$ cat src/design/msp_pkg.sv
// Package for the monotonic stack popper.
// Shared data width, default depth and the stack cell operation codes.
// No dependencies.
`default_nettype none
package msp_pkg;
  localparam int DATA_W = 32;
  localparam int DEF_STACK_DEPTH = 32;

  typedef enum logic [1:0] {
    OP_HOLD,
    OP_PUSH,
    OP_POP
  } stk_op_t;
endpackage
`default_nettype wire

$ cat src/design/msp_if.sv
// Valid/ready channel interfaces for the monotonic stack popper.
// Depends on msp_pkg for the data width.
`default_nettype none
interface msp_in_if;
  import msp_pkg::*;
  logic                     valid;
  logic                     ready;
  logic signed [DATA_W-1:0] value;
  logic                     is_last;
  modport source (output valid, output value, output is_last, input ready);
  modport sink   (input valid, input value, input is_last, output ready);
endinterface

interface msp_out_if;
  import msp_pkg::*;
  logic                     valid;
  logic                     ready;
  logic signed [DATA_W-1:0] popped_value;
  logic                     overflow;
  logic                     run_end;
  modport source (output valid, output popped_value, output overflow,
                  output run_end, input ready);
  modport sink   (input valid, input popped_value, input overflow,
                  input run_end, output ready);
endinterface
`default_nettype wire

$ cat src/design/msp_cell.sv
// One stack cell: holds one entry, loads from the neighbor above on push
// and from the neighbor below on pop. Depends on msp_pkg.
`default_nettype none
module msp_cell (
  input  wire logic                 clk,
  input  wire msp_pkg::stk_op_t     op,
  input  wire logic [msp_pkg::DATA_W-1:0] up_data,
  input  wire logic [msp_pkg::DATA_W-1:0] down_data,
  output logic [msp_pkg::DATA_W-1:0]      data
);
  import msp_pkg::*;

  always_ff @(posedge clk) begin
    case (op)
      OP_PUSH: data <= up_data;
      OP_POP:  data <= down_data;
      default: data <= data;
    endcase
  end
endmodule
`default_nettype wire

$ cat src/design/monotonic_stack_popper_top.sv
// Monotonic increasing stack popper, top level.
// An accepted item is registered, then compared in S_POP; each popped entry is
// registered as a result, one result a cycle unless the output stalls. A new item
// is taken only in S_IDLE; pops are set by the compare on the top cell of the shift-register stack.
// Reset: rst (sync) empties the stack count and output; entries hold garbage.
// Depends on msp_pkg, msp_if, msp_cell.
`default_nettype none
module monotonic_stack_popper_top #(
  parameter int STACK_DEPTH = msp_pkg::DEF_STACK_DEPTH
) (
  input  wire logic  clk,
  input  wire logic  rst,
  msp_in_if.sink     in_ch,
  msp_out_if.source  out_ch
);
  import msp_pkg::*;

  localparam int CW = $clog2(STACK_DEPTH + 1);

  typedef enum logic [1:0] {S_IDLE, S_POP, S_FLUSH} state_t;

  state_t                    state;
  logic [CW-1:0]             cnt;
  logic signed [DATA_W-1:0]  val;
  logic                      last;
  logic                      o_valid;
  logic [DATA_W-1:0]         o_value;
  logic                      o_ovf;
  logic                      o_end;

  stk_op_t                   op;
  logic [DATA_W-1:0]         cells [STACK_DEPTH];

  logic out_free;
  logic o_load;
  logic top_ge;
  logic next_ge;

  assign out_free = !o_valid || out_ch.ready;
  assign top_ge   = (cnt != '0) && ($signed(cells[0]) >= val);
  assign next_ge  = (cnt > CW'(1)) && ($signed(cells[1]) >= val);
  assign o_load   = out_free && ((state == S_FLUSH) ||
                    ((state == S_POP) && (top_ge || (cnt == CW'(STACK_DEPTH)))));

  assign in_ch.ready         = (state == S_IDLE);
  assign out_ch.valid        = o_valid;
  assign out_ch.popped_value = o_value;
  assign out_ch.overflow     = o_ovf;
  assign out_ch.run_end      = o_end;

  always_comb begin
    op = OP_HOLD;
    if (out_free) begin
      case (state)
        S_POP: begin
          if (top_ge) begin
            op = OP_POP;
          end else if (cnt != CW'(STACK_DEPTH)) begin
            op = OP_PUSH;
          end
        end
        S_FLUSH: op = OP_POP;
        default: op = OP_HOLD;
      endcase
    end
  end

  for (genvar i = 0; i < STACK_DEPTH; i++) begin : g_cell
    logic [DATA_W-1:0] up_d;
    logic [DATA_W-1:0] down_d;
    if (i == 0) begin : g_first
      assign up_d = val;
    end else begin : g_mid
      assign up_d = cells[i-1];
    end
    if (i == STACK_DEPTH - 1) begin : g_end
      assign down_d = cells[i];
    end else begin : g_inner
      assign down_d = cells[i+1];
    end
    msp_cell u_cell (
      .clk       (clk),
      .op        (op),
      .up_data   (up_d),
      .down_data (down_d),
      .data      (cells[i])
    );
  end

  always_ff @(posedge clk) begin
    if (rst) begin
      state   <= S_IDLE;
      cnt     <= '0;
      o_valid <= 1'b0;
    end else begin
      if (o_load) begin
        o_valid <= 1'b1;
      end else if (out_ch.ready) begin
        o_valid <= 1'b0;
      end
      case (state)
        S_IDLE: begin
          if (in_ch.valid) begin
            val   <= in_ch.value;
            last  <= in_ch.is_last;
            state <= S_POP;
          end
        end
        S_POP: begin
          if (out_free) begin
            if (top_ge) begin
              o_value <= cells[0];
              o_ovf   <= 1'b0;
              o_end   <= !next_ge && !last;
              cnt     <= cnt - CW'(1);
            end else begin
              if (cnt == CW'(STACK_DEPTH)) begin
                o_value <= val;
                o_ovf   <= 1'b1;
                o_end   <= !last;
              end else begin
                cnt <= cnt + CW'(1);
              end
              state <= last ? S_FLUSH : S_IDLE;
            end
          end
        end
        S_FLUSH: begin
          if (out_free) begin
            o_value <= cells[0];
            o_ovf   <= 1'b0;
            o_end   <= (cnt == CW'(1));
            cnt     <= cnt - CW'(1);
            if (cnt == CW'(1)) begin
              state <= S_IDLE;
            end
          end
        end
        default: state <= S_IDLE;
      endcase
    end
  end
endmodule
`default_nettype wire

$ cat src/flat_wrapper.sv
// flat-port wrapper written by rule: the top's interface ports become plain ports
module monotonic_stack_popper_top_flat import msp_pkg::*;
#(
  parameter int STACK_DEPTH = msp_pkg::DEF_STACK_DEPTH
)
  (clk, rst, in_ch_valid, in_ch_value, in_ch_is_last, in_ch_ready, out_ch_valid, out_ch_popped_value, out_ch_overflow, out_ch_run_end, out_ch_ready);
  msp_in_if in_ch_i ();
  msp_out_if out_ch_i ();
  input  wire logic clk;
  input  wire logic rst;
  input wire logic [$bits(in_ch_i.valid)-1:0] in_ch_valid;
  input wire logic [$bits(in_ch_i.value)-1:0] in_ch_value;
  input wire logic [$bits(in_ch_i.is_last)-1:0] in_ch_is_last;
  output wire logic [$bits(in_ch_i.ready)-1:0] in_ch_ready;
  output wire logic [$bits(out_ch_i.valid)-1:0] out_ch_valid;
  output wire logic [$bits(out_ch_i.popped_value)-1:0] out_ch_popped_value;
  output wire logic [$bits(out_ch_i.overflow)-1:0] out_ch_overflow;
  output wire logic [$bits(out_ch_i.run_end)-1:0] out_ch_run_end;
  input wire logic [$bits(out_ch_i.ready)-1:0] out_ch_ready;
  assign in_ch_i.valid = in_ch_valid;
  assign in_ch_i.value = in_ch_value;
  assign in_ch_i.is_last = in_ch_is_last;
  assign in_ch_ready = in_ch_i.ready;
  assign out_ch_valid = out_ch_i.valid;
  assign out_ch_popped_value = out_ch_i.popped_value;
  assign out_ch_overflow = out_ch_i.overflow;
  assign out_ch_run_end = out_ch_i.run_end;
  assign out_ch_i.ready = out_ch_ready;
  monotonic_stack_popper_top #(.STACK_DEPTH(STACK_DEPTH)) u_core (.clk(clk), .rst(rst), .in_ch(in_ch_i), .out_ch(out_ch_i));
endmodule
$ cat config.mk
export PLATFORM = sky130hd
export DESIGN_NAME = monotonic_stack_popper_top_flat
export DESIGN_NICKNAME = d
export VERILOG_FILES = /design/src/design/msp_pkg.sv /design/src/design/msp_if.sv /design/src/design/msp_cell.sv /design/src/design/monotonic_stack_popper_top.sv /design/src/flat_wrapper.sv
export SDC_FILE = /design/constraint.sdc
export NUM_CORES = 1
export LEC_CHECK = 0
export ABC_AREA = 1
export BUFFER_PORTS_ARGS = -buffer_cell sky130_fd_sc_hd__buf_2
export CORE_MARGIN = 8
export CORE_UTILIZATION = 30
export DETAILED_ROUTE_END_ITERATION = 10
export HOLD_SLACK_MARGIN = 0.03
export PLACE_DENSITY = 0.54
export REMOVE_ABC_BUFFERS = 1
export SLEW_MARGIN = 10
export SYNTH_ARGS = -nofsm -noshare
export SYNTH_HDL_FRONTEND = slang
export SYNTH_SLANG_ARGS = --single-unit
$ cat constraint.sdc
create_clock -name clk -period 42.2 [get_ports clk]
set_input_delay 2.11 -clock clk [delete_from_list [all_inputs] [get_ports clk]]
set_output_delay 2.11 -clock clk [all_outputs]
set_load 0.005 [all_outputs]
==> results.yml, run 1 <==
finish:
  post_layout_nonfiller_instances: 6274
  final_core_util_pct: 34.0
  filler_cell_count: 15500
  syn2layout_area_growth_pct: 12.8
  design_area_um2: 53000
  fin_nets: 4219
  drive_gt1_share_pct: 7.95
setup_path:
  cp.required_ps: 42520
  setup.worst_path.end_class: "register"
  critPathLaunch: "u_core.g_cell[0].u_cell.data[11]$_DFFE_PP_"
  crit_arrival_ps: 7970
  crit_path_max_fanout: 125
  worstReg2RegStart: "u_core.g_cell[0].u_cell.data[11]$_DFFE_PP_"
  crit_type: "register to register"
  startpoint_type: "register"
timing:
  layout_min_cycle_time_ps: 7650
  maxSlewViolCount: 0
  fmax_mhz: 131
  finClkSkew_ps: 23.4
  finalSetupTns_ps: 0
  tightest_slew_ps: 1120
  relSlewSlack_pct: 25.5
  hold_violations: 0
  fin_ws_ps: 34550
  final.period_utilization_pct: 18.1
  hold_ws_ps: 441
  finalSetupViolations: 0
  rsz0062_at_grt: "no"
synthesis:
  netlist_instances: 4115
  synth-seq-cells: 1100
  syn_area_um2: 47000
  synth_seq_area_share_pct: 70.1
  synth_warnings: 0
  synth_top_cell_area_share_pct: 69.7
  synth.distinct_cells: 37
  avgSynthCellArea_um2: 11.4
  synth.largest_area_cell: "edfxtp_1"
  synth_area_leaders: "edfxtp_1 70%, o21ai_0 5.6%, a21oi_1 5.2%"
clock_network:
  cts_buffers: 116
  clk_path_buf_depth: 3
  cts-root-buf: "clkbuf_16"
  hold_buffers: 0
  tritoncts: "done"
  clk_pin_slew_worst_paths_ps: 60
  cts_setup_buffers: 0
  cts_max_level: 3
  ctsResizeCount: 0
  clk_latency_ps: 710
  clkSinkCount: 1100
route:
  dr.pass1.iters: 5
  drt-total-wl_um: 84800
  wl_per_cell_um: 13.5
  drt_first_iter_violations: 2231
  drc: 0
  via_count: 27700
  ant_nets: 0
  via_per_inst: 4.41
global_route:
  grt-ovfl-total: 0
  grt_pass1_vias: 26100
  grt.total_usage_pct: 9.77
  grt_max_degree: 257
  grt_pass1_wl_um: 137000
  antenna_found_initial: 10
floorplanning:
  die_h_um: 412
  die_area_um2: 169000
  core_um2: 156000
  die_w_um: 412
  start_util_pct: 30.1
  num_io_pins: 73
  fp-row-count: 145
placed_design:
  place_ws_ps: 34270
  port_buffers: 72
  postPlaceCellArea_um2: 49200
  dpl.cell_count: 6049
  globalplace.congestion: 0.761
  dp_hpwl_um: 51000
run_status:
  status: "completed"
pwr:
  power_density_nw_per_um2: 64.7
  power.total_mw: 3.43
  vdd_drop_max_mv: 0.0490
  leakage_nw: 18.9
hold_path:
  min_from: "u_core.g_cell[30].u_cell.data[6]$_DFFE_PP_"
  min-delay-path-class: "register to register"
run:
  drv_cap: 0
worst max-delay path: stages (launching register included):
cell and delay (ps):
edfxtp_1 420, ha_1 330, a21oi_1 160, nand2_1 80, a21oi_1 380, nand2_1 270, nand2_1 150, nand3_2 100
nand3_4 120, nand3_1 150, a21oi_1 370, ha_4 290, inv_8 600, buf_4 910, buf_4 820, buf_4 850
buf_4 970
synth_stat cells, drive strengths merged:
master	number
xnor2	2
nor4	1
xor2	6
inv	520
nor3b	1
mux2	62
clkinv	1
nor2	467
nor3	6
ha	73
buf	124
o21ai	528
a21boi	1
nand3b	1
dfxtp	9
nand3	16
a21oi	489
edfxtp	1091
nand2	604
o21ba	1
clkbuf	97
nand4	9
a21o	1
a31oi	1
a221oi	1
o21a	3
state kept, by name, summed over array words and instances (netlist names):
signal	cells
u_core.last	1
u_core.cnt	6
u_core.g_cell.up_d	32
u_core.state	2
u_core.g_cell.u_cell.data	1024
u_core.out_ch.valid	1
u_core.out_ch.overflow	1
u_core.out_ch.popped_value	32
u_core.out_ch.run_end	1
metal layers:
metal,wire [um],vias to the layer above,global-route usage (%)
met4,1640,2,2.88
met1,44600,13000,15.2
met3,3800,125,1.74
met5,13,-,0
li1,-,14100,-
met2,34700,386,13.8
layout make-up:
class	count	area, um2	share of cell area [%]
Antenna cell	3	7.51	0.0142
Multi-Input combinational cell	2273	11100	21.0
Sequential cell	1100	32900	62.2
Tap cell	2058	2570	4.86
Inverter	521	1960	3.71
Timing Repair Buffer	97	623	1.18
Clock buffer	161	3160	5.97
Clock inverter	61	563	1.06
final timing paths:
path | end | slack [ps] | depth (start not counted)
setup reg to reg | u_core.g_cell[6].u_cell.data[12]$_DFFE_PP_ | 34550 | 16
hold / removal | u_core.g_cell[31].u_cell.data[6]$_DFFE_PN_ | 440 | 0
hold reg to reg | u_core.g_cell[31].u_cell.data[6]$_DFFE_PN_ | 440 | 0
setup / recovery | u_core.g_cell[6].u_cell.data[12]$_DFFE_PP_ | 34550 | 16
cells by family (layout without fill, tap and decap cells):
group                      Yosys count  after routing  share of synthesized area [%]
AOI/OAI and AO/OA                 1025           1025                           11.0
xor gates and xnor gates             8              8                          0.149
adders and majority gates           73             73                           1.94
buffers and inverters              742            840                           6.25
DFF                               1100           1100                           70.1
muxes                               62             62                           1.49
other                                0              3                              0
and+or+nand+nor                   1105           1105                           9.05
power breakdown:
group / switching [mW] / internal [mW] / leakage (nW) / total (mW)
Combinational: 0.500 / 0.188 / 7.11 / 0.688
Sequential: 0.100 / 1.64 / 9.99 / 1.74
Clock: 0.425 / 0.573 / 1.81 / 0.998
Total: 1.03 / 2.40 / 18.9 / 3.43
cells in the final DEF (no fill, tap or decap), drive strengths merged:
cell type  instances
clkbuf           161
xnor2              2
buf               97
nor3b              1
diode              3
xor2               6
nor4               1
edfxtp          1091
nand2            604
a221oi             1
nor3               6
clkinv            46
mux2              62
o21ba              1
ha                73
dfxtp              9
nor2             467
nand3             16
o21a               3
bufinv             8
a21boi             1
nand3b             1
a31oi              1
a21oi            489
a21o               1
inv              526
nand4              9
clkinvlp           2
o21ai            528
Power figures use the tool's default switching activity.
==> run 2: changes to the inputs <==
--- a/config.mk
+++ b/config.mk
@@ -11,7 +11,7 @@
 export CORE_UTILIZATION = 30
 export DETAILED_ROUTE_END_ITERATION = 10
 export HOLD_SLACK_MARGIN = 0.03
-export PLACE_DENSITY = 0.54
+export PLACE_DENSITY = 0.56
 export REMOVE_ABC_BUFFERS = 1
 export SLEW_MARGIN = 10
 export SYNTH_ARGS = -nofsm -noshare
==> constraint.sdc (replaced) <==
create_clock -name clk -period 6.75 [get_ports clk]
set_input_delay 0.3375 -clock clk [delete_from_list [all_inputs] [get_ports clk]]
set_output_delay 0.3375 -clock clk [all_outputs]
set_load 0.005 [all_outputs]
==> run 2 against run 1 <==
Compared with the run above: utilization increased by 0.42 points; power increased to 6.3 times the previous value; critical endpoint is now u_core.g_cell[7].u_cell.data[24]$_DFFE_PP_; worst setup slack got worse by 32000 ps; fmax increased by 69%; combinational power increased to 6.4 times the previous value; non-clock buffer count increased by 54; die area unchanged; global-route usage increased by 0.20 points; largest power group unchanged; clock power increased to 6.2 times the previous value.
==> results.yml, run 2 (same netlist as run 1, synthesis figures left out) <==
route:
  drc: 0
  drt_first_iter_violations: 2558
  via_per_inst: 4.43
  ant_nets: 0
  via_count: 28000
  wl_per_cell_um: 13.6
  dr.pass1.iters: 5
  drt-total-wl_um: 85800
finish:
  largest_register_ffs: 1024
  final_common_cell: "edfxtp_1"
  post_layout_nonfiller_instances: 6322
  drive_gt1_share_pct: 8.40
  largest-register: "u_core.g_cell.u_cell.data"
  syn2layout_area_growth_pct: 14.1
  fin_nets: 4275
  design_area_um2: 53600
  mostFrequentLayoutCells: "1091 x edfxtp_1, 601 x nand2_1, 522 x o21ai_0"
timing:
  finalSetupViolations: 0
  tightest_slew_ps: 1040
  finalSetupTns_ps: 0
  finClkSkew_ps: 30.7
  rsz0062_at_grt: "no"
  final.period_utilization_pct: 67.2
  hold_violations: 0
  layout_min_cycle_time_ps: 4530
  maxSlewViolCount: 0
  fmax_mhz: 221
  relSlewSlack_pct: 30.4
setup_path:
  crit_arrival_ps: 4930
  crit_type: "register to register"
  setup.worst_path.end_class: "register"
  crit_path_max_fanout: 99
  startpoint_type: "register"
  cp.required_ps: 7140
floorplanning:
  die_h_um: 412
  die_w_um: 412
  die_area_um2: 169000
  start_util_pct: 30.1
  num_io_pins: 73
  core_um2: 156000
  fp-row-count: 145
global_route:
  grt-ovfl-total: 0
  grt_max_degree: 223
  grt_pass1_wl_um: 141000
  antenna_found_initial: 7
  grt.total_usage_pct: 9.97
  grt_pass1_vias: 27000
clock_network:
  clk_latency_ps: 710
  tritoncts: "done"
  clk_pin_slew_worst_paths_ps: 60
  clk_path_buf_depth: 3
  cts_buffers: 118
  clkSinkCount: 1100
  cts_max_level: 3
  cts-root-buf: "clkbuf_16"
placed_design:
  port_buffers: 72
  postPlaceCellArea_um2: 49600
  globalplace.congestion: 0.751
  dpl.cell_count: 6069
  dp_hpwl_um: 53300
pwr:
  leakage_nw: 19.2
  vdd_drop_max_mv: 0.252
  power_density_nw_per_um2: 401
hold_path:
  min-delay-path-class: "primary input to register"
run_status:
  status: "completed"
run:
  drv_cap: 0
## run 2: per-layer routing
metal / up-vias / track usage [%] / share of wire (%)
met4: 2 / 2.81 / 2.1
li1: 14200 / - / -
met3: 135 / 1.96 / 4.3
met5: - / 0 / 0.015
met1: 13200 / 15.1 / 52
met2: 417 / 14.4 / 42
## run 2: timing repair
item                      4_1_cts  5_1_grt
buffers inserted                0        0
hold endpoints to repair       35        0
hold buffers                   34        0
resized for setup               0        0
## run 2: area by class of cell
class                           instances  area [um2]
Multi-Input combinational cell       2273       11100
Timing Repair Buffer                  151        1300
Clock buffer                          156        3210
Inverter                              521        1960
Clock inverter                         62         494
Tap cell                             2058        2570
Fill cell                           15400      102000
Sequential cell                      1100       32900
Antenna cell                            1        2.50
## run 2: worst paths after layout
check                                                             endpoint  slack (ps)  depth (start not counted)                                  startpoint
worst max-delay path            u_core.g_cell[7].u_cell.data[24]$_DFFE_PP_        2220                         12   u_core.g_cell[0].u_cell.data[7]$_DFFE_PP_
worst max register to register  u_core.g_cell[7].u_cell.data[24]$_DFFE_PP_        2220                         12   u_core.g_cell[0].u_cell.data[7]$_DFFE_PP_
worst min register to register  u_core.g_cell[31].u_cell.data[7]$_DFFE_PN_         430                          0  u_core.g_cell[30].u_cell.data[7]$_DFFE_PP_
worst min-delay path                          u_core.state[0]$_SDFFE_PP0P_         230                          5                                 in_ch_valid
## run 2: report_power, final
group | total (mW) | internal (mW) | switching [mW]
Clock | 6.21 | 3.59 | 2.63
Combinational | 4.43 | 1.28 | 3.15
Sequential | 10.9 | 10.2 | 0.641
## run 2: worst max-delay path: stages (launching register included)
cell and delay, ps:
edfxtp_1 450, ha_1 330, nand2_1 80, nor2_1 240
nand4_1 220, nor2_1 320, nand2_1 170, nand3_4 120
nand3_1 140, a21oi_1 370, ha_4 750, buf_4 770
o21ai_0 210
## run 2: through the flow
step	power, mW	hold slack [ps]	util [%]	worst slack (ps)
3_5_place_dp	15.5	429	31.8	2150
2_1_floorplan	13.3	407	-	-27650
5_1_grt	22.9	228	34.4	1650
4_1_cts	21.8	141	34.4	2100
6_report	21.5	232	34.4	2220
3_3_place_gp	15.3	424	31.8	2160
